===== src/design/srmd_pkg.sv =====
// ----------------------------------------------------------------------------
// srmd_pkg: shared types and constants of the sensor ring mean direction block
// Holds the stage payload structs, the CORDIC arctangent table and the
// elaboration-time unit vector of each ring detector.
// ----------------------------------------------------------------------------
package srmd_pkg;

  localparam int SensorCountDef = 32;
  localparam int MaskWidth      = 32;
  localparam int CountWidth     = 6;
  localparam int SumWidth       = 23;
  localparam int VecWidth       = 32;
  localparam int AngWidth       = 22;
  localparam int DvdWidth       = 23;
  localparam int DirWidth       = 15;
  localparam int MagWidth       = 16;
  localparam int CordicSteps    = 16;
  localparam int CordicGain     = 39797;
  localparam int DegQ12         = 4096;
  localparam int HalfTurnQ12    = 180 * DegQ12;
  localparam int DirLimit       = 11520;
  localparam int MagMax         = 65535;

  // Running sums handed along the detector cells.
  typedef struct packed {
    logic [MaskWidth-1:0]       mask;
    logic [CountWidth-1:0]      count;
    logic signed [SumWidth-1:0] sx;
    logic signed [SumWidth-1:0] sy;
  } acc_t;

  // Vector under rotation in the CORDIC cells.
  typedef struct packed {
    logic signed [VecWidth-1:0] x;
    logic signed [VecWidth-1:0] y;
    logic signed [AngWidth-1:0] z;
    logic [CountWidth-1:0]      count;
  } vec_t;

  // Restoring division state, one quotient bit per cell.
  typedef struct packed {
    logic [DvdWidth-1:0]        dvd;
    logic [DvdWidth-1:0]        quot;
    logic [CountWidth-1:0]      rem;
    logic [CountWidth-1:0]      count;
    logic signed [DirWidth-1:0] dir;
  } div_t;

  typedef struct packed {
    logic signed [17:0] c;
    logic signed [17:0] s;
  } uv_t;

  // atan(2^-i) in Q12 degrees.
  function automatic int atan_q12(input int i);
    int r;
    case (i)
      0:       r = 184320;
      1:       r = 108810;
      2:       r = 57492;
      3:       r = 29184;
      4:       r = 14649;
      5:       r = 7331;
      6:       r = 3667;
      7:       r = 1833;
      8:       r = 917;
      9:       r = 458;
      10:      r = 229;
      11:      r = 115;
      12:      r = 57;
      13:      r = 29;
      14:      r = 14;
      default: r = 7;
    endcase
    return r;
  endfunction

  // Q16 cosine and sine of quad*90 + rem degrees, by CORDIC rotation.
  function automatic uv_t unit_vec(input int quad, input int rem);
    longint x, y, z, dx, dy, c, s;
    uv_t r;
    x = CordicGain;
    y = 0;
    z = longint'(rem) * DegQ12;
    if (rem == 0) begin
      x = 65536;
      y = 0;
    end else begin
      for (int i = 0; i < CordicSteps; i++) begin
        dx = y >>> i;
        dy = x >>> i;
        if (z >= 0) begin
          x = x - dx; y = y + dy; z = z - atan_q12(i);
        end else begin
          x = x + dx; y = y - dy; z = z + atan_q12(i);
        end
      end
    end
    case (quad)
      0:       begin c = x;  s = y;  end
      1:       begin c = -y; s = x;  end
      2:       begin c = -x; s = -y; end
      default: begin c = y;  s = -x; end
    endcase
    r.c = 18'(c);
    r.s = 18'(s);
    return r;
  endfunction

endpackage


===== src/design/srmd_div_cell.sv =====
// ----------------------------------------------------------------------------
// srmd_div_cell: one restoring division step
// Brings down dividend bit BIT and decides quotient bit BIT.
// ----------------------------------------------------------------------------
module srmd_div_cell #(
  parameter int BIT = 0
) (
  input  logic           clk_i,
  input  logic           rst_ni,
  input  logic           valid_i,
  output logic           ready_o,
  input  srmd_pkg::div_t data_i,
  output logic           valid_o,
  input  logic           ready_i,
  output srmd_pkg::div_t data_o
);

  logic                             v_q;
  srmd_pkg::div_t                   d_q, d_d;
  logic [srmd_pkg::CountWidth:0]    part;

  assign ready_o = ~v_q | ready_i;
  assign part    = {data_i.rem, data_i.dvd[BIT]};

  always_comb begin
    d_d = data_i;
    if (part >= {1'b0, data_i.count}) begin
      d_d.rem       = srmd_pkg::CountWidth'(part - {1'b0, data_i.count});
      d_d.quot[BIT] = 1'b1;
    end else begin
      d_d.rem = part[srmd_pkg::CountWidth-1:0];
    end
  end

  always_ff @(posedge clk_i or negedge rst_ni) begin
    if (!rst_ni) begin
      v_q <= 1'b0;
    end else if (ready_o) begin
      v_q <= valid_i;
    end
  end

  always_ff @(posedge clk_i) begin
    if (ready_o && valid_i) begin
      d_q <= d_d;
    end
  end

  assign valid_o = v_q;
  assign data_o  = d_q;

endmodule


===== config.mk =====
export PLATFORM = sky130hd
export DESIGN_NAME = srmd_div_cell
export DESIGN_NICKNAME = d
export VERILOG_FILES = /design/src/design/srmd_pkg.sv /design/src/design/srmd_div_cell.sv
export SDC_FILE = /design/constraint.sdc
export NUM_CORES = 1
export LEC_CHECK = 0
export ABC_AREA = 1
export BUFFER_PORTS_ARGS = -buffer_cell sky130_fd_sc_hd__buf_2
export CAP_MARGIN = 15
export CORE_MARGIN = 2
export CORE_UTILIZATION = 39
export CTS_CLUSTER_DIAMETER = 150
export DETAILED_ROUTE_END_ITERATION = 6
export HOLD_SLACK_MARGIN = 0.05
export PLACE_DENSITY = 0.77
export SYNTH_ARGS = -nofsm -noshare
export SYNTH_HDL_FRONTEND = slang
export SYNTH_SLANG_ARGS = --single-unit

===== constraint.sdc =====
create_clock -name clk_i -period 4.3 [get_ports clk_i]
set_input_delay 0.43 -clock clk_i [delete_from_list [all_inputs] [get_ports clk_i]]
set_output_delay 0.43 -clock clk_i [all_outputs]
set_load 0.03 [all_outputs]

==> flow_summary.yaml <==
synthesis:
  synth_cell_types: 24
  yosysSeqAreaShare_pct: 82.5
  post-synth-top-count-cell: "edfxtp_1"
  ys_ff_latch: 74
  synth.area.top_cells: "edfxtp_1 82%, ha_1 3.3%, inv_1 3.2%"
  syn_inst: 156
  yosys_warnings: 0
  avgSynthCellArea_um2: 17.2
  ys.flop_type: "edfxtp_1"
  synthTopCellsByCount: "73 x edfxtp_1, 23 x inv_1, 22 x nand2_1"
  synth_top_area_cell: "edfxtp_1"
  async_flop_share_pct: 1.35
  netlist_area_um2: 2690
  synth_fp_nets: 241
  synth_top_area_share_pct: 81.6
  synth_enable_flop_cells: 73
power_and_ir_drop:
  ir_worst_vdd_v: 0.000212
  finalPower_mw: 1.68
  power_density_nw_per_um2: 444
  p_leak_nw: 1.72
die:
  dieHeight_um: 87.0
  ios: 152
  die_area_um2: 7570
  row_count: 30
  core_um2: 6720
  start_util_pct: 40.0
  die_w_um: 87.0
sta:
  relSlewSlack_pct: 46.2
  tightestPinTransition_ns: 0.805
  fin_skew_ns: 0.0131
  hold_ws_ns: 0.262
  rsz0062_at_grt: "false"
  min_period_over_period_pct: 49.4
  finalSetupViolCount: 0
  fmax_mhz: 471
  timing.setup.tns_ns: 0
  fin_crit_ns: 2.12
  maxSlewViolCount: 0
  hold_violations: 0
global_route:
  grt_max_degree: 50
  track_usage_pct: 14.5
  antenna_found_initial: 0
  grt_pass1_wl_um: 7980
  overflow: 0
  grt_pass1_vias: 1700
min_path:
  whs_path_depth: 1
  min_path_type: "in -> reg"
  min_from: "data_i[44]"
  min_to: "data_o[44]$_DFFE_PP_"
clocking:
  clockBufferDepth: 2
  htreeDepth: 3
  clk_pin_slew_ns: 0.08
  cts_buffers: 9
  post_cts_buffers: 0
  hold_buffers: 1
  root_buffer: "clkbuf_8"
  clock_sink_count: 74
  cts_tree: "done"
  clk_latency_ns: 0.34
  cts_resized: 0
place:
  placed_cell_area_um2: 3550
  place_congestion: 0.750
  dp.cells: 387
  dp_hpwl_um: 4570
  port_buffers: 151
detailed_routing:
  drt_iter0_markers: 57
  viasPerCell: 4.50
  drc: 0
  wl_um: 5870
  antenna_left: 0
  vias: 1818
  firstDrtPassIters: 4
  wire_per_inst_um: 14.5
setup_path:
  worstPathRequired_ns: 4.27
  critPathTopFamily: "compound AO/OA/AOI/OAI gates"
  cpPeakStageDelay_ns: 0.67
  timing.rr.start: "valid_o$_DFFE_PN0N_"
  criticalPathCategory: "reg -> reg"
  crit_arrival_ns: 2.09
  cp_cell_sequence: "a21oi_4 > buf_4"
  slowest_stage: "a21oi_4"
  endpoint_kind: "register"
  r2r_slack_ns: 2.18
  start_kind: "register"
  crit_fanout: 49
  worst_r2r_endpoint: "data_o[47]$_DFFE_PP_"
  reg2regPathDepth: 2
  worst-path-buf-inv: 1
finish:
  final_area_um2: 3790
  fill_cells: 545
  drive_gt1_share_pct: 55.6
  fin_nets: 404
  diodes: 0
  area_growth_pct: 40.9
  fin_cells: 404
status:
  outcome: "completed"
run:
  drv_cap: 0
==> through the flow <==
stage	setup slack, ns	util [%]
detailed placement	2.03	52.8
global placement	2.07	52.8
floorplan	1.26	-
global route	2.07	56.4
CTS	2.16	56.4
finish	2.18	56.4
==> metal layers <==
metal | up-vias | routed length (µm) | track usage (%)
met5 | - | 0 | 0
met1 | 850 | 2060 | 14.8
met2 | 85 | 3190 | 25.6
met4 | 0 | 35 | 6.39
met3 | 4 | 588 | 6.26
li1 | 879 | - | -
==> worst max-delay path by stage <==
| stage | start | to | slack [ns] | depth (start not counted) |
|---|---|---|---|---|
| floorplan | ready_i | data_o[0]$_DFFE_PP_ | 1.26 | 2 |
| global placement | ready_i | data_o[29]$_DFFE_PP_ | 2.07 | 4 |
| detailed placement | ready_i | data_o[6]$_DFFE_PP_ | 2.03 | 4 |
| CTS | valid_o$_DFFE_PN0N_ | data_o[9]$_DFFE_PP_ | 2.16 | 2 |
| global route | valid_o$_DFFE_PN0N_ | data_o[72]$_DFFE_PP_ | 2.07 | 2 |
| finish | valid_o$_DFFE_PN0N_ | data_o[47]$_DFFE_PP_ | 2.18 | 2 |
==> cell usage in the layout, fill, tap and decap left out, types with 3 or more instances in the layout <==
cell | Yosys | final
buf_2 | 0 | 151
clkbuf_8 | 0 | 9
edfxtp_1 | 73 | 73
ha_1 | 7 | 7
inv_1 | 23 | 23
nand2_1 | 22 | 22
nand2_2 | 4 | 4
nand3_1 | 3 | 3
o21ai_1 | 3 | 3
==> state kept, by name, summed over array words and instances (netlist names) <==
signal	cells
data_o	73
valid_o	1
==> report_power, final <==
| part | leakage (nW) | switching (mW) | internal (mW) |
|---|---|---|---|
| combinational | 0.904 | 0.162 | 0.0748 |
| sequential | 0.705 | 0.00937 | 0.845 |
| clock | 0.113 | 0.259 | 0.333 |
| total | 1.72 | 0.431 | 1.25 |
==> cell type report <==
cell class,count,area (µm²),area share [%]
clock buffer,9,124,3.27
clock inverter,7,101,2.68
multi-input combinational,57,380,10.0
timing repair buffer,153,773,20.4
inverter,24,90.1,2.38
sequential,74,2220,58.6
tap,80,100,2.64
==> cells by family (layout without fill, tap and decap cells) <==
logic type	Yosys count	in the layout	share of synthesized area, %
fa+ha+maj	8	8	4.00
compound gates	10	10	2.37
xor+xnor	1	1	0.326
buf+inv	25	193	3.77
simple gates	38	38	7.03
flops	74	74	82.5
==> worst reg2reg max path, delay by kind of cell (launching register included) <==
kind	cells	cell delay, ns
AOI/OAI and AO/OA	1	0.67
DFF	1	0.43
buffers and inverters	1	0.63
Note: power is estimated with default switching activity, not from simulation.
