`config.mk`:
```
export PLATFORM = sky130hd
export DESIGN_NAME = srmd_acc_cell
export DESIGN_NICKNAME = d
export VERILOG_FILES = /design/src/design/srmd_pkg.sv /design/src/design/srmd_acc_cell.sv
export SDC_FILE = /design/constraint.sdc
export NUM_CORES = 1
export LEC_CHECK = 0
export ABC_AREA = 1
export BUFFER_PORTS_ARGS = -buffer_cell sky130_fd_sc_hd__buf_2
export CORE_MARGIN = 3
export CORE_UTILIZATION = 48
export CTS_BUF_LIST = sky130_fd_sc_hd__clkbuf_8
export CTS_CLUSTER_DIAMETER = 120
export DETAILED_ROUTE_END_ITERATION = 8
export HOLD_SLACK_MARGIN = 0.03
export PLACE_DENSITY_LB_ADDON = 0.12
export SETUP_SLACK_MARGIN = 0.1
export SYNTH_ARGS = -nofsm -noshare
export SYNTH_HDL_FRONTEND = slang
export SYNTH_SLANG_ARGS = --single-unit
```
`constraint.sdc`:
```
create_clock -name clk_i -period 13.4 [get_ports clk_i]
set_clock_uncertainty 0.15 [all_clocks]
set_input_delay 1.34 -clock clk_i [delete_from_list [all_inputs] [get_ports clk_i]]
set_output_delay 1.34 -clock clk_i [all_outputs]
set_load 0.005 [all_outputs]
```
`src/design/srmd_pkg.sv`:
```
// ----------------------------------------------------------------------------
// srmd_pkg: shared types and constants of the sensor ring mean direction block
// Holds the stage payload structs, the CORDIC arctangent table and the
// elaboration-time unit vector of each ring detector.
// ----------------------------------------------------------------------------
package srmd_pkg;

  localparam int SensorCountDef = 32;
  localparam int MaskWidth      = 32;
  localparam int CountWidth     = 6;
  localparam int SumWidth       = 23;
  localparam int VecWidth       = 32;
  localparam int AngWidth       = 22;
  localparam int DvdWidth       = 23;
  localparam int DirWidth       = 15;
  localparam int MagWidth       = 16;
  localparam int CordicSteps    = 16;
  localparam int CordicGain     = 39797;
  localparam int DegQ12         = 4096;
  localparam int HalfTurnQ12    = 180 * DegQ12;
  localparam int DirLimit       = 11520;
  localparam int MagMax         = 65535;

  // Running sums handed along the detector cells.
  typedef struct packed {
    logic [MaskWidth-1:0]       mask;
    logic [CountWidth-1:0]      count;
    logic signed [SumWidth-1:0] sx;
    logic signed [SumWidth-1:0] sy;
  } acc_t;

  // Vector under rotation in the CORDIC cells.
  typedef struct packed {
    logic signed [VecWidth-1:0] x;
    logic signed [VecWidth-1:0] y;
    logic signed [AngWidth-1:0] z;
    logic [CountWidth-1:0]      count;
  } vec_t;

  // Restoring division state, one quotient bit per cell.
  typedef struct packed {
    logic [DvdWidth-1:0]        dvd;
    logic [DvdWidth-1:0]        quot;
    logic [CountWidth-1:0]      rem;
    logic [CountWidth-1:0]      count;
    logic signed [DirWidth-1:0] dir;
  } div_t;

  typedef struct packed {
    logic signed [17:0] c;
    logic signed [17:0] s;
  } uv_t;

  // atan(2^-i) in Q12 degrees.
  function automatic int atan_q12(input int i);
    int r;
    case (i)
      0:       r = 184320;
      1:       r = 108810;
      2:       r = 57492;
      3:       r = 29184;
      4:       r = 14649;
      5:       r = 7331;
      6:       r = 3667;
      7:       r = 1833;
      8:       r = 917;
      9:       r = 458;
      10:      r = 229;
      11:      r = 115;
      12:      r = 57;
      13:      r = 29;
      14:      r = 14;
      default: r = 7;
    endcase
    return r;
  endfunction

  // Q16 cosine and sine of quad*90 + rem degrees, by CORDIC rotation.
  function automatic uv_t unit_vec(input int quad, input int rem);
    longint x, y, z, dx, dy, c, s;
    uv_t r;
    x = CordicGain;
    y = 0;
    z = longint'(rem) * DegQ12;
    if (rem == 0) begin
      x = 65536;
      y = 0;
    end else begin
      for (int i = 0; i < CordicSteps; i++) begin
        dx = y >>> i;
        dy = x >>> i;
        if (z >= 0) begin
          x = x - dx; y = y + dy; z = z - atan_q12(i);
        end else begin
          x = x + dx; y = y - dy; z = z + atan_q12(i);
        end
      end
    end
    case (quad)
      0:       begin c = x;  s = y;  end
      1:       begin c = -y; s = x;  end
      2:       begin c = -x; s = -y; end
      default: begin c = y;  s = -x; end
    endcase
    r.c = 18'(c);
    r.s = 18'(s);
    return r;
  endfunction

endpackage

```
`src/design/srmd_acc_cell.sv`:
```
// ----------------------------------------------------------------------------
// srmd_acc_cell: one ring detector
// Adds its fixed unit vector to the running sums and bumps the count when its mask bit is set.
// ----------------------------------------------------------------------------
module srmd_acc_cell #(
  parameter int BIT = 0,
  parameter int COS = 65536,
  parameter int SIN = 0
) (
  input  logic           clk_i,
  input  logic           rst_ni,
  input  logic           valid_i,
  output logic           ready_o,
  input  srmd_pkg::acc_t data_i,
  output logic           valid_o,
  input  logic           ready_i,
  output srmd_pkg::acc_t data_o
);

  logic           v_q;
  srmd_pkg::acc_t d_q, d_d;

  assign ready_o = ~v_q | ready_i;

  always_comb begin
    d_d = data_i;
    if (data_i.mask[BIT]) begin
      d_d.count = data_i.count + 1'b1;
      d_d.sx    = data_i.sx + srmd_pkg::SumWidth'(COS);
      d_d.sy    = data_i.sy + srmd_pkg::SumWidth'(SIN);
    end
  end

  always_ff @(posedge clk_i or negedge rst_ni) begin
    if (!rst_ni) begin
      v_q <= 1'b0;
    end else if (ready_o) begin
      v_q <= valid_i;
    end
  end

  always_ff @(posedge clk_i) begin
    if (ready_o && valid_i) begin
      d_q <= d_d;
    end
  end

  assign valid_o = v_q;
  assign data_o  = d_q;

endmodule

```
==> flow_metrics.py <==
metrics = {
    "synth": {
        "netlist_instances": 137,
        "synth_top_area_frac": 0.8780,
        "ys_ff_latch": 85,
        "synthArstFlopShare": 0.01176,
        "ys_types": 16,
        "synth_edf_count": 84,
        "ys.flop_type": "edfxtp_1",
        "netlist_area_um2": 2873,
        "yosysMostFrequentCell": "edfxtp_1",
        "synth_area_per_cell_um2": 20.97,
        "synthesis.nets": 227,
        "yosysTopAreaCell": "edfxtp_1",
        "synth_common_cells": "edfxtp_1, nand2_1, inv_1, xor2_1, nor2_4",
        "synthTopCellsByArea": "edfxtp_1, nand2_1, xor2_1",
        "synth.yosys.seq_area_share": 0.8868,
        "yosysWarningCount": 0,
    },
    "final_layout": {
        "fin_nets": 411,
        "seqCellArea_um2": 2547,
        "antenna_cells": 0,
        "fillerInstances": 407,
        "multiInputGateArea_um2": 287.8,
        "drive_gt1_frac": 0.6031,
        "area_delta_synth_final_pct": 39.81,
    },
    "timing": {
        "setup_ws_ps": 10170,
        "rsz0062_at_grt": "no",
        "drv_slew": 0,
        "period_needed_ps": 3231,
        "fin_crit_sh": 0.2411,
        "setup_viol": 0,
        "tightest_slew_ps": 1003,
        "slew_headroom": 0.3316,
        "hold_violations": 0,
        "final.setup.tns_ps": 0,
        "fmax_mhz": 309.6,
    },
    "route": {
        "ant_nets": 0,
        "vias_per_cell": 4.537,
        "drc": 0,
        "vias": 1801,
        "wirelength_um": 6166,
        "dr.pass1.iters": 4,
        "routedWlPerCell_um": 15.53,
        "drtIter0Drc": 95,
    },
    "global_routing": {
        "antenna_found_initial": 0,
        "grt_max_degree": 85,
        "grt_pass1_wl_um": 9432,
        "grt_overflow_total": 0,
        "track_usage": 0.1828,
        "grt_pass1_vias": 1843,
    },
    "cts": {
        "clk-insertion-delay-late_ps": 340,
        "post-cts-setup-buffers": 0,
        "cts_sinks": 85,
        "cts_tree": "built",
        "cts_resized": 0,
        "numCtsBuffers": 9,
        "clk_pin_slew_ps": 80,
        "cts.path.max_buffers": 2,
        "htree_levels": 3,
        "cts_hold_buf": 0,
        "cts_root_buf": "clkbuf_8",
    },
    "worst_hold_path": {
        "hold_class": "flip-flop to flip-flop",
    },
    "outcome": {
        "status": "finished, final reports clean",
    },
    "placement": {
        "routabilityCongestion": 0.7569,
        "dp_hpwl_um": 4737,
        "port_buffers": 173,
        "dp_slack_ps": 10170,
    },
    "die": {
        "die-area_um2": 6949,
        "rows": 27,
        "die_x_um": 83.36,
        "coreArea_um2": 5642,
        "io_pins": 174,
        "die_y_um": 83.36,
        "start_util": 0.5092,
    },
    "critical_path": {
        "cp_common_cell": "buf_2",
        "critical-path-top-delay-family": "buffers and inverters",
        "path_max_fanout": 2,
        "crit_type": "primary input to output pin",
        "slowest_delay_ps": 130,
        "slowest_stage": "buf_2",
        "crit_path_end_kind": "output pin",
        "path_buf_inv": 3,
        "cp.required_ps": 11910,
        "crit_path_start_kind": "primary input",
        "arrival_ps": 1740,
        "path_cells": "buf_2 -> inv_1 -> nand2_1 -> buf_2",
    },
    "job": {
        "maxCapViolations": 0,
    },
    "pwr": {
        "power_density_nw_per_um2": 130.0,
        "total_power_mw": 0.5222,
        "vdd_drop_max_mv": 0.07827,
        "leakagePower_nw": 1.782,
    },
}
==> layout make-up <==
class,instances,share of cell area
multi-input combinational,41,0.07165
tap,72,0.02243
sequential,85,0.6343
timing repair buffer,174,0.2174
clock buffer,9,0.03084
inverter,10,0.009346
clock inverter,6,0.01402
==> cell families (layout without fill, tap and decap cells) <==
kind of cell	after synthesis	in the layout	share of synthesized area
flops	85	85	0.8868
fa+ha+maj	2	2	0.008709
compound gates	1	1	0.001740
simple gates	28	28	0.05357
buf+inv	11	199	0.01699
xor+xnor	8	8	0.02439
mux	2	2	0.007839
==> placed cells by master (no fill, tap or decap), drive strengths merged, types with 2 or more instances in the layout <==
master	netlist	routed
xor2	6	6
mux2	2	2
xnor2	2	2
buf	1	174
nand3	2	2
inv	10	11
clkinv	0	4
nand2	21	21
clkbuf	0	9
nor2	3	3
ha	2	2
edfxtp	84	84
==> report_power, final <==
part / internal, mW / total [mW] / switching (mW)
registers: 0.311 / 0.314 / 0.00338
logic: 0.0211 / 0.0434 / 0.0223
clock network: 0.0834 / 0.165 / 0.0813
total: 0.415 / 0.522 / 0.107
==> routing by layer <==
metal | routed length (µm) | track usage | part of all wire | vias up
met4 | 202 | 0.1010 | 0.033 | 0
met1 | 2189 | 0.2042 | 0.36 | 810
met3 | 626 | 0.07837 | 0.10 | 18
li1 | - | - | - | 870
met5 | 0 | 0 | 0 | -
met2 | 3148 | 0.2945 | 0.51 | 103
==> metrics by stage <==
stage	utilization	cells	instance area, µm²	hold WS [ps]
2_1_floorplan	-	137	2873	377.8
3_3_place_gp	0.6800	382	3836	405.6
3_5_place_dp	0.6800	382	3836	435.1
4_1_cts	0.7119	397	4016	452.1
5_1_grt	0.7119	397	4016	505.8
6_report	0.7119	397	4016	450.0
==> sequential cells by signal (all words and copies together) (netlist names) <==
name / flops
valid_o: 1
data_o: 84
==> tightest hold or removal path, stage by stage (launching register included) <==
cell     delay [ps]
dfrtp_1         410
nand2_1          90
nand2_1          70
==> worst paths after layout <==
path | start | end | slack (ps) | cells after the start
max | ready_i | ready_o | 10170 | 4
min | valid_o$_DFFE_PN0P_ | valid_o$_DFFE_PN0P_ | 450 | 2
max reg2reg | valid_o$_DFFE_PN0P_ | data_o[39]$_DFFE_PP_ | 11490 | 2
min reg2reg | valid_o$_DFFE_PN0P_ | valid_o$_DFFE_PN0P_ | 450 | 2
max in group asynchronous | rst_ni | valid_o$_DFFE_PN0P_ | 12410 | 1
min in group asynchronous | rst_ni | valid_o$_DFFE_PN0P_ | 610 | 1
No activity file was read; power rests on OpenSTA's default activity.
