===== src/design/srmd_pkg.sv =====
// ----------------------------------------------------------------------------
// srmd_pkg: shared types and constants of the sensor ring mean direction block
// Holds the stage payload structs, the CORDIC arctangent table and the
// elaboration-time unit vector of each ring detector.
// ----------------------------------------------------------------------------
package srmd_pkg;

  localparam int SensorCountDef = 32;
  localparam int MaskWidth      = 32;
  localparam int CountWidth     = 6;
  localparam int SumWidth       = 23;
  localparam int VecWidth       = 32;
  localparam int AngWidth       = 22;
  localparam int DvdWidth       = 23;
  localparam int DirWidth       = 15;
  localparam int MagWidth       = 16;
  localparam int CordicSteps    = 16;
  localparam int CordicGain     = 39797;
  localparam int DegQ12         = 4096;
  localparam int HalfTurnQ12    = 180 * DegQ12;
  localparam int DirLimit       = 11520;
  localparam int MagMax         = 65535;

  // Running sums handed along the detector cells.
  typedef struct packed {
    logic [MaskWidth-1:0]       mask;
    logic [CountWidth-1:0]      count;
    logic signed [SumWidth-1:0] sx;
    logic signed [SumWidth-1:0] sy;
  } acc_t;

  // Vector under rotation in the CORDIC cells.
  typedef struct packed {
    logic signed [VecWidth-1:0] x;
    logic signed [VecWidth-1:0] y;
    logic signed [AngWidth-1:0] z;
    logic [CountWidth-1:0]      count;
  } vec_t;

  // Restoring division state, one quotient bit per cell.
  typedef struct packed {
    logic [DvdWidth-1:0]        dvd;
    logic [DvdWidth-1:0]        quot;
    logic [CountWidth-1:0]      rem;
    logic [CountWidth-1:0]      count;
    logic signed [DirWidth-1:0] dir;
  } div_t;

  typedef struct packed {
    logic signed [17:0] c;
    logic signed [17:0] s;
  } uv_t;

  // atan(2^-i) in Q12 degrees.
  function automatic int atan_q12(input int i);
    int r;
    case (i)
      0:       r = 184320;
      1:       r = 108810;
      2:       r = 57492;
      3:       r = 29184;
      4:       r = 14649;
      5:       r = 7331;
      6:       r = 3667;
      7:       r = 1833;
      8:       r = 917;
      9:       r = 458;
      10:      r = 229;
      11:      r = 115;
      12:      r = 57;
      13:      r = 29;
      14:      r = 14;
      default: r = 7;
    endcase
    return r;
  endfunction

  // Q16 cosine and sine of quad*90 + rem degrees, by CORDIC rotation.
  function automatic uv_t unit_vec(input int quad, input int rem);
    longint x, y, z, dx, dy, c, s;
    uv_t r;
    x = CordicGain;
    y = 0;
    z = longint'(rem) * DegQ12;
    if (rem == 0) begin
      x = 65536;
      y = 0;
    end else begin
      for (int i = 0; i < CordicSteps; i++) begin
        dx = y >>> i;
        dy = x >>> i;
        if (z >= 0) begin
          x = x - dx; y = y + dy; z = z - atan_q12(i);
        end else begin
          x = x + dx; y = y - dy; z = z + atan_q12(i);
        end
      end
    end
    case (quad)
      0:       begin c = x;  s = y;  end
      1:       begin c = -y; s = x;  end
      2:       begin c = -x; s = -y; end
      default: begin c = y;  s = -x; end
    endcase
    r.c = 18'(c);
    r.s = 18'(s);
    return r;
  endfunction

endpackage


===== src/design/srmd_cordic_cell.sv =====
// ----------------------------------------------------------------------------
// srmd_cordic_cell: one CORDIC vectoring step
// Turns the vector toward the x axis by atan(2^-STEP) and books the angle.
// ----------------------------------------------------------------------------
module srmd_cordic_cell #(
  parameter int STEP = 0
) (
  input  logic           clk_i,
  input  logic           rst_ni,
  input  logic           valid_i,
  output logic           ready_o,
  input  srmd_pkg::vec_t data_i,
  output logic           valid_o,
  input  logic           ready_i,
  output srmd_pkg::vec_t data_o
);

  localparam logic signed [srmd_pkg::AngWidth-1:0] Atan =
    srmd_pkg::AngWidth'(srmd_pkg::atan_q12(STEP));

  logic                                   v_q;
  srmd_pkg::vec_t                         d_q, d_d;
  logic signed [srmd_pkg::VecWidth-1:0]   dx, dy;

  assign ready_o = ~v_q | ready_i;
  assign dx = data_i.y >>> STEP;
  assign dy = data_i.x >>> STEP;

  always_comb begin
    d_d = data_i;
    if (data_i.y > 0) begin
      d_d.x = data_i.x + dx;
      d_d.y = data_i.y - dy;
      d_d.z = data_i.z + Atan;
    end else if (data_i.y < 0) begin
      d_d.x = data_i.x - dx;
      d_d.y = data_i.y + dy;
      d_d.z = data_i.z - Atan;
    end
  end

  always_ff @(posedge clk_i or negedge rst_ni) begin
    if (!rst_ni) begin
      v_q <= 1'b0;
    end else if (ready_o) begin
      v_q <= valid_i;
    end
  end

  always_ff @(posedge clk_i) begin
    if (ready_o && valid_i) begin
      d_q <= d_d;
    end
  end

  assign valid_o = v_q;
  assign data_o  = d_q;

endmodule


===== config.mk =====
export PLATFORM = sky130hd
export DESIGN_NAME = srmd_cordic_cell
export DESIGN_NICKNAME = d
export VERILOG_FILES = /design/src/design/srmd_pkg.sv /design/src/design/srmd_cordic_cell.sv
export SDC_FILE = /design/constraint.sdc
export NUM_CORES = 1
export LEC_CHECK = 0
export BUFFER_PORTS_ARGS = -buffer_cell sky130_fd_sc_hd__buf_2
export CORE_ASPECT_RATIO = 1.4
export CORE_UTILIZATION = 40
export CTS_BUF_LIST = sky130_fd_sc_hd__clkbuf_8
export DETAILED_ROUTE_END_ITERATION = 16
export PLACE_DENSITY = 0.69
export RECOVER_POWER = 50
export SKIP_LAST_GASP = 1
export SYNTH_ARGS = -nofsm -noshare
export SYNTH_HDL_FRONTEND = slang
export SYNTH_SLANG_ARGS = --single-unit

===== constraint.sdc =====
create_clock -name clk_i -period 6 [get_ports clk_i]
set_clock_uncertainty 0.2 [all_clocks]
set_input_delay 0 -clock clk_i [delete_from_list [all_inputs] [get_ports clk_i]]
set_output_delay 0 -clock clk_i [all_outputs]
set_load 0.02 [all_outputs]

==> metrics.yaml, run 1 <==
routing:
  wl_met3_um: 1690
  viasPerCell: 5.94
  drt-total-wl_um: 34500
  drc: 0
  vias: 9912
  wl_per_cell_um: 20.7
  drt-met1-wl_um: 13600
  routed-wl-met2_um: 17000
  drt-pass1-iter-count: 5
  highest_layer: "met4"
  first_iter_violations: 728
  postRouteAntennaNets: 0
power:
  powerDensity_nw_per_um2: 194
  p_comb_share_pct: 43.7
  ir_worst_vdd_mv: 0.0945
  p_sw_mw: 0.926
  p_sw_share_pct: 41.5
  clkPwrFrac_pct: 19.9
  total_power_mw: 2.23
  p_seq_share_pct: 36.5
  p_int_mw: 1.31
  p_leak_nw: 4.76
critical_path:
  reg2reg_from: "valid_o"
  start_kind: "primary input"
  path_depth: 13
  worstSetupEndpointType: "flop"
  path_cells: "dlygate4sd3_1, buf_2, ha_1, fa_1, nor2b_1, o311a_1, o31a_1, nor2_1, a21oi_2, o22a_4, a221oi_2, o21a_1, a2bb2oi_1"
  cp_top_family: "compound AO/OA/AOI/OAI gates"
  worstSetupPathType: "primary input to flop"
  cpPeakStageDelay_ns: 0.53
  slowest_stage: "dlygate4sd3_1"
  worst_ep_arrival_time_ns: 3.89
  worstRegToRegCells: 3
  startpoint: "data_i[28]"
  worstPathRequired_ns: 6.06
  path_buf_inv: 2
  cp_max_fo: 5
clocking:
  cts_sinks: 93
  worstSkewPairLatency_ns: 0.42
  cts_buffers: 9
  path_clk_slew_ns: 0.10
  ctsResizeCount: 0
  post-cts-setup-buffer-count: 0
  htree_levels: 3
  cts_root_buf: "clkbuf_8"
  cts.path.max_buffers: 2
  cts_tree: "done"
synth:
  synth_top_family_by_area: "compound AO/OA/AOI/OAI gates"
  yosys.area.top_type: "edfxtp_1"
  muxShareOfSynthArea_pct: 0.522
  syn_avg_cell_area_sq_um: 8.42
  synthTopCellsByArea: "edfxtp_1, ha_1, a21oi_1"
  postSynth.asyncResetShare_pct: 1.08
  synth_area_sq_um: 9590
  yosys_warnings: 0
  syn-num-nets: 1342
  synth-adder-area-share_pct: 14.2
  seq_area_frac_synth_pct: 29.1
  synth_cell_type_count: 86
  synth_xor_area_share_pct: 2.56
  synth_simple_gate_area_share_pct: 15.0
  synth_ff_type: "edfxtp_1"
  synth_top_area_share_pct: 28.8
  synth-seq-cells: 93
  synthCells: 1139
  synth_edf_count: 92
  synth_compound_area_share_pct: 31.9
global_routing:
  grt_max_degree: 62
  grt_pass1_vias: 9757
  grt_util_all_layers_pct: 28.0
  grt_pass1_wl_um: 52800
  grt_overflow: 0
  antenna_found_initial: 0
timing:
  slew_headroom_pct: -44.6
  grt_setup_unrepaired: "no"
  hold_viol_final: 0
  setup_tns_ns: 0
  hold_ws_ns: 0.0274
  setup_viol: 0
  fmax_mhz: 261
  worst_pin_slew_ns: 2.17
  period_minus_slack_ns: 3.83
  final.period_utilization_pct: 63.9
  drv_slew: 33
placed_design:
  hpwl_um: 25900
  dp.cells: 1581
  place_area_sq_um: 10700
  gp_congestion: 0.989
  io_buffers: 189
final_layout:
  final_cells: 1668
  fin_nets: 1560
  fin_area_sq_um: 11500
  n_fill_cell: 2347
  layout-drive-gt1-share_pct: 11.5
  antennaDiodeCount: 0
  synthToLayoutAreaGrowth_pct: 20.1
  layout.area.seq_sq_um: 2790
  multi_input_area_sq_um: 6180
worst_hold_path:
  min_from: "data_i[87]"
  hold-path-cell-count: 4
  hp-class: "primary input to flop"
job:
  drv_cap: 1
outcome:
  status: "finished with violations"
  violations: "max-capacitance violations, max-slew violations"
die:
  die_w_um: 133
  fp.dieH_um: 185
  initial_utilization_pct: 41.1
  core.rowCount: 66
  die_area_sq_um: 24600
  pin_count: 190
  core-area_sq_um: 23400
-- registers in the layout (all words and copies together) (netlist names) --
register	cells
valid_o	1
data_o	92
-- metal layers --
layer	up-vias	global-route usage [%]
met5	-	0
met3	119	3.53
met1	4702	31.2
li1	4692	-
met2	399	49.1
met4	0	20.2
-- cell usage after synthesis (6+ instances only) --
master	number
xnor2_1	20
buf_2	17
o21ai_1	11
a22oi_1	10
edfxtp_1	92
o31ai_1	17
clkbuf_1	39
a2bb2oi_1	8
o211ai_1	6
nand2b_1	15
a221oi_1	20
a21oi_1	130
o21a_1	13
and3_1	7
o221ai_1	7
xor2_1	8
or3_1	6
nor3_1	28
o22ai_1	23
nand3_1	13
o21bai_1	17
nor2_1	102
nor2b_1	16
ha_1	104
a31oi_1	20
nor4_1	11
o22a_1	8
or2_2	6
a211oi_1	17
nand2_1	58
o21ai_0	56
nand4_1	9
inv_1	91
a21o_1	28
-- layout make-up --
cell class | count | area share (%)
Timing Repair Buffer | 270 | 14.0
Clock inverter | 7 | 0.597
Multi-Input combinational cell | 885 | 53.6
Tap cell | 306 | 3.32
Inverter | 98 | 3.19
Clock buffer | 9 | 1.07
Sequential cell | 93 | 24.2
-- cell families after synthesis --
family                   after synthesis
buffers and inverters                161
AND/OR/NAND/NOR                      295
flip-flops                            93
multiplexers                           5
adder cells (fa/ha/maj)              107
XOR/XNOR                              28
AO/OA/AOI/OAI                        450
-- worst paths after layout --
path	endpoint	slack, ns
setup / recovery	data_o[90]	2.17
hold / removal	data_o[87]	0.03
setup reg to reg	data_o[45]	2.39
hold reg to reg	valid_o	0.93
max in group asynchronous	valid_o	5.25
min in group asynchronous	valid_o	0.25
-- power groups by stage --
stage	Clock (mW)	Combinational (mW)	Sequential [mW]
finish	0.443	0.974	0.814
global route	0.472	1.06	0.819
CTS	0.454	0.974	0.812
detailed placement	0	0.928	0.826
global placement	0	0.923	0.826
floorplan	0	0.565	0.902
-- tightest hold or removal path, cell delays in order --
cell and delay, ns:
buf_2 0.15, o21ai_0 0.15, nand4_1 0.11, o21a_1 0.13
-- through the flow --
step           util, %  setup slack, ns
2_1_floorplan        -             2.46
3_3_place_gp      46.0             2.40
3_5_place_dp      46.0             2.37
4_1_cts           49.8             2.24
5_1_grt           49.3             2.02
6_report          49.3             2.17
-- cell usage in the layout, fill, tap and decap left out, types with 17 or more instances in the layout --
cell type	n
nor3_1	28
ha_1	104
inv_1	91
o21ai_0	56
buf_2	95
a211oi_1	17
dlygate4sd3_1	71
a31oi_1	20
a21o_1	28
edfxtp_1	92
nand2_1	58
o22ai_1	23
a21oi_1	130
o21bai_1	17
a221oi_1	20
o31ai_1	17
nor2_1	101
xnor2_1	20
clkbuf_1	94
-- timing repair --
item / in CTS / in global routing
endpoints found under the hold margin: 94 / 0
hold buffers: 71 / 0
setup endpoints to repair: 0 / 0
No activity file was read; power rests on OpenSTA's default activity.
==> run 2, diff against run 1 <==
--- a/config.mk
+++ b/config.mk
@@ -10,7 +10,7 @@
 export CORE_UTILIZATION = 40
 export CTS_BUF_LIST = sky130_fd_sc_hd__clkbuf_8
 export DETAILED_ROUTE_END_ITERATION = 16
-export PLACE_DENSITY = 0.69
+export PLACE_DENSITY = 0.71
 export RECOVER_POWER = 50
 export SKIP_LAST_GASP = 1
 export SYNTH_ARGS = -nofsm -noshare
==> constraint.sdc (replaced) <==
create_clock -name clk_i -period 3.25 [get_ports clk_i]
set_clock_uncertainty 0.2 [all_clocks]
set_input_delay 0 -clock clk_i [delete_from_list [all_inputs] [get_ports clk_i]]
set_output_delay 0 -clock clk_i [all_outputs]
set_load 0.02 [all_outputs]
==> metrics.yaml, run 2 (synthesis gave the netlist of run 1 again) <==
power:
  clkPwrFrac_pct: 19.8  # was 19.9%
  p_seq_share_pct: 34.0  # was 36.5%
  p_comb_share_pct: 46.1  # was 43.7%
  p_sw_mw: 1.75  # was 0.926 mW
  powerDensity_nw_per_um2: 351  # was 194 nW/um^2
  p_int_mw: 2.66  # was 1.31 mW
  p_sw_share_pct: 39.6  # was 41.5%
  ir_worst_vdd_mv: 0.199  # was 0.0945 mV
  p_leak_nw: 5.30  # was 4.76 nW
critical_path:
  worst_ep_arrival_time_ns: 3.16  # was 3.89 ns
  worstPathRequired_ns: 3.19  # was 6.06 ns
  cp_max_fo: 13  # was 5
  worstRegToRegCells: 3  # unchanged
  startpoint: "data_i[63]"  # was data_i[28]
  worstSetupPathType: "primary input to flop"  # unchanged
  reg2reg_from: "valid_o"  # unchanged
  worstSetupEndpointType: "flop"  # unchanged
  reg2reg_to: "data_o[48]"  # was data_o[45]
  r2r_slack_ns: 0.60  # was 2.39 ns
  start_kind: "primary input"  # unchanged
die:
  fp.dieH_um: 185  # unchanged
  die_area_sq_um: 24600  # unchanged
  core.rowCount: 66  # unchanged
  pin_count: 190  # unchanged
  initial_utilization_pct: 41.1  # unchanged
  die_w_um: 133  # unchanged
  core-area_sq_um: 23400  # unchanged
worst_hold_path:
  min_from: "data_i[76]"  # was data_i[87]
  hold-path-cell-count: 3  # was 4
  holdPathEnd: "data_o[76]"  # was data_o[87]
  hp-class: "primary input to flop"  # unchanged
routing:
  first_iter_violations: 819  # was 728
  postRouteAntennaNets: 0  # unchanged
  viasPerCell: 5.93  # was 5.94
  drc: 0  # unchanged
  vias: 10500  # was 9,912
  drt-pass1-iter-count: 7  # was 5
  drt-total-wl_um: 35900  # was 34,500 um
  wl_per_cell_um: 20.3  # was 20.7 um
job:
  drv_cap: 0  # was 1
timing:
  setup_viol: 0  # unchanged
  setup_ws_ns: 0.0219  # was 2.17 ns
  slew_headroom_pct: 3.20  # was -44.6%
  final.period_utilization_pct: 99.3
  worst_pin_slew_ns: 1.45  # was 2.17 ns
  drv_slew: 0  # was 33
  grt_setup_unrepaired: "yes"  # was no
  period_minus_slack_ns: 3.23
  hold_viol_final: 0  # unchanged
  fmax_mhz: 310
clocking:
  cts.path.max_buffers: 2  # unchanged
  htree_levels: 3  # unchanged
  cts_sinks: 93  # unchanged
  cts_tree: "done"  # unchanged
  cts_buffers: 9  # unchanged
  cts_root_buf: "clkbuf_8"  # unchanged
  path_clk_slew_ns: 0.12  # was 0.10 ns
  worstSkewPairLatency_ns: 0.40  # was 0.42 ns
final_layout:
  largest_reg_flops: 92  # unchanged
  final_cell_mix: "a21oi_1, buf_4, ha_1"  # was a21oi_1, ha_1, nor2_1
  synthToLayoutAreaGrowth_pct: 30.7  # was 20.1%
  fin_area_sq_um: 12500  # was 11,500 sq um
  mostFrequentLayoutCell: "a21oi_1"  # unchanged
  layout-drive-gt1-share_pct: 19.6  # was 11.5%
  fin_nets: 1662  # was 1,560
placed_design:
  gp_congestion: 0.994  # was 0.989
  io_buffers: 189  # unchanged
  place_ws_ns: -0.0776  # was 2.37 ns
  hpwl_um: 27100  # was 25,900 um
  place_area_sq_um: 11600  # was 10,700 sq um
global_routing:
  grt_pass1_vias: 10300  # was 9,757
  grt_pass1_wl_um: 54400  # was 52,800 um
  antenna_found_initial: 1  # was 0
  grt_max_degree: 64  # was 62
  grt_util_all_layers_pct: 28.8  # was 28.0%
  grt_overflow: 0  # unchanged
outcome:
  status: "complete, no violations"  # was finished with violations
## run 2: area by class of cell
| type | count | area, sq um |
|---|---|---|
| Fill cell | 2301 | 10800 |
| Sequential cell | 93 | 2790 |
| Antenna cell | 1 | 2.50 |
| Multi-Input combinational cell | 885 | 6360 |
| Clock buffer | 10 | 138 |
| Timing Repair Buffer | 372 | 2440 |
| Tap cell | 306 | 383 |
| Clock inverter | 6 | 71.3 |
| Inverter | 98 | 368 |
## run 2: power by group through the flow
stage          clock network, mW  registers (mW)  logic (mW)
6_report                   0.874            1.50        2.03
5_1_grt                    0.934            1.51        2.19
4_1_cts                    0.896            1.50        1.98
3_5_place_dp                   0            1.52        1.90
3_3_place_gp                   0            1.52        1.89
2_1_floorplan                  0            1.66        1.04
## run 2: metrics by stage
stage | total power, mW | utilization [%] | hold slack (ns) | TNS (ns) | std cells
floorplan | 2.70 | - | -0.496 | 0 | 1139
global placement | 3.41 | 49.5 | -0.425 | -0.184 | 1684
global route | 4.63 | 53.7 | 0.0443 | -0.146 | 1770
CTS | 4.37 | 53.3 | -0.177 | 0 | 1768
finish | 4.41 | 53.7 | 0.0198 | 0 | 1771
detailed placement | 3.42 | 49.5 | -0.418 | -0.0808 | 1684
## run 2: how the worst max path moves through the flow
stage / end / cells after the start / slack (ns)
floorplan: data_o[58] / 11 / 0.35
global placement: data_o[80] / 15 / -0.07
detailed placement: data_o[89] / 14 / -0.08
CTS: data_o[89] / 14 / 0.01
global route: data_o[57] / 13 / -0.05
finish: data_o[78] / 14 / 0.02
## run 2: layer usage
metal / up-vias / wire [um] / GRT usage, %
met5: - / 0 / 0
met1: 4932 / 13300 / 30.7
li1: 4903 / - / -
met2: 512 / 17900 / 51.2
met4: 0 / 2540 / 22.6
met3: 159 / 2200 / 4.00
## run 2: critical path, cell delays in order
cell and delay, ns:
dlygate4sd3_1 0.54, buf_2 0.16, ha_1 0.30, buf_4 0.19
o2111ai_1 0.19, and3_1 0.23, o21ai_1 0.08, buf_4 0.16
a21boi_0 0.43, o21ai_0 0.25, buf_4 0.19, or2_2 0.26
a21oi_1 0.12, a221oi_1 0.07
## run 2: repair_timing
action,CTS,global route
buffers inserted,0,1
endpoints found under the hold margin,91,1
resized for setup,0,37
hold buffers,68,1
setup endpoints to repair,0,18
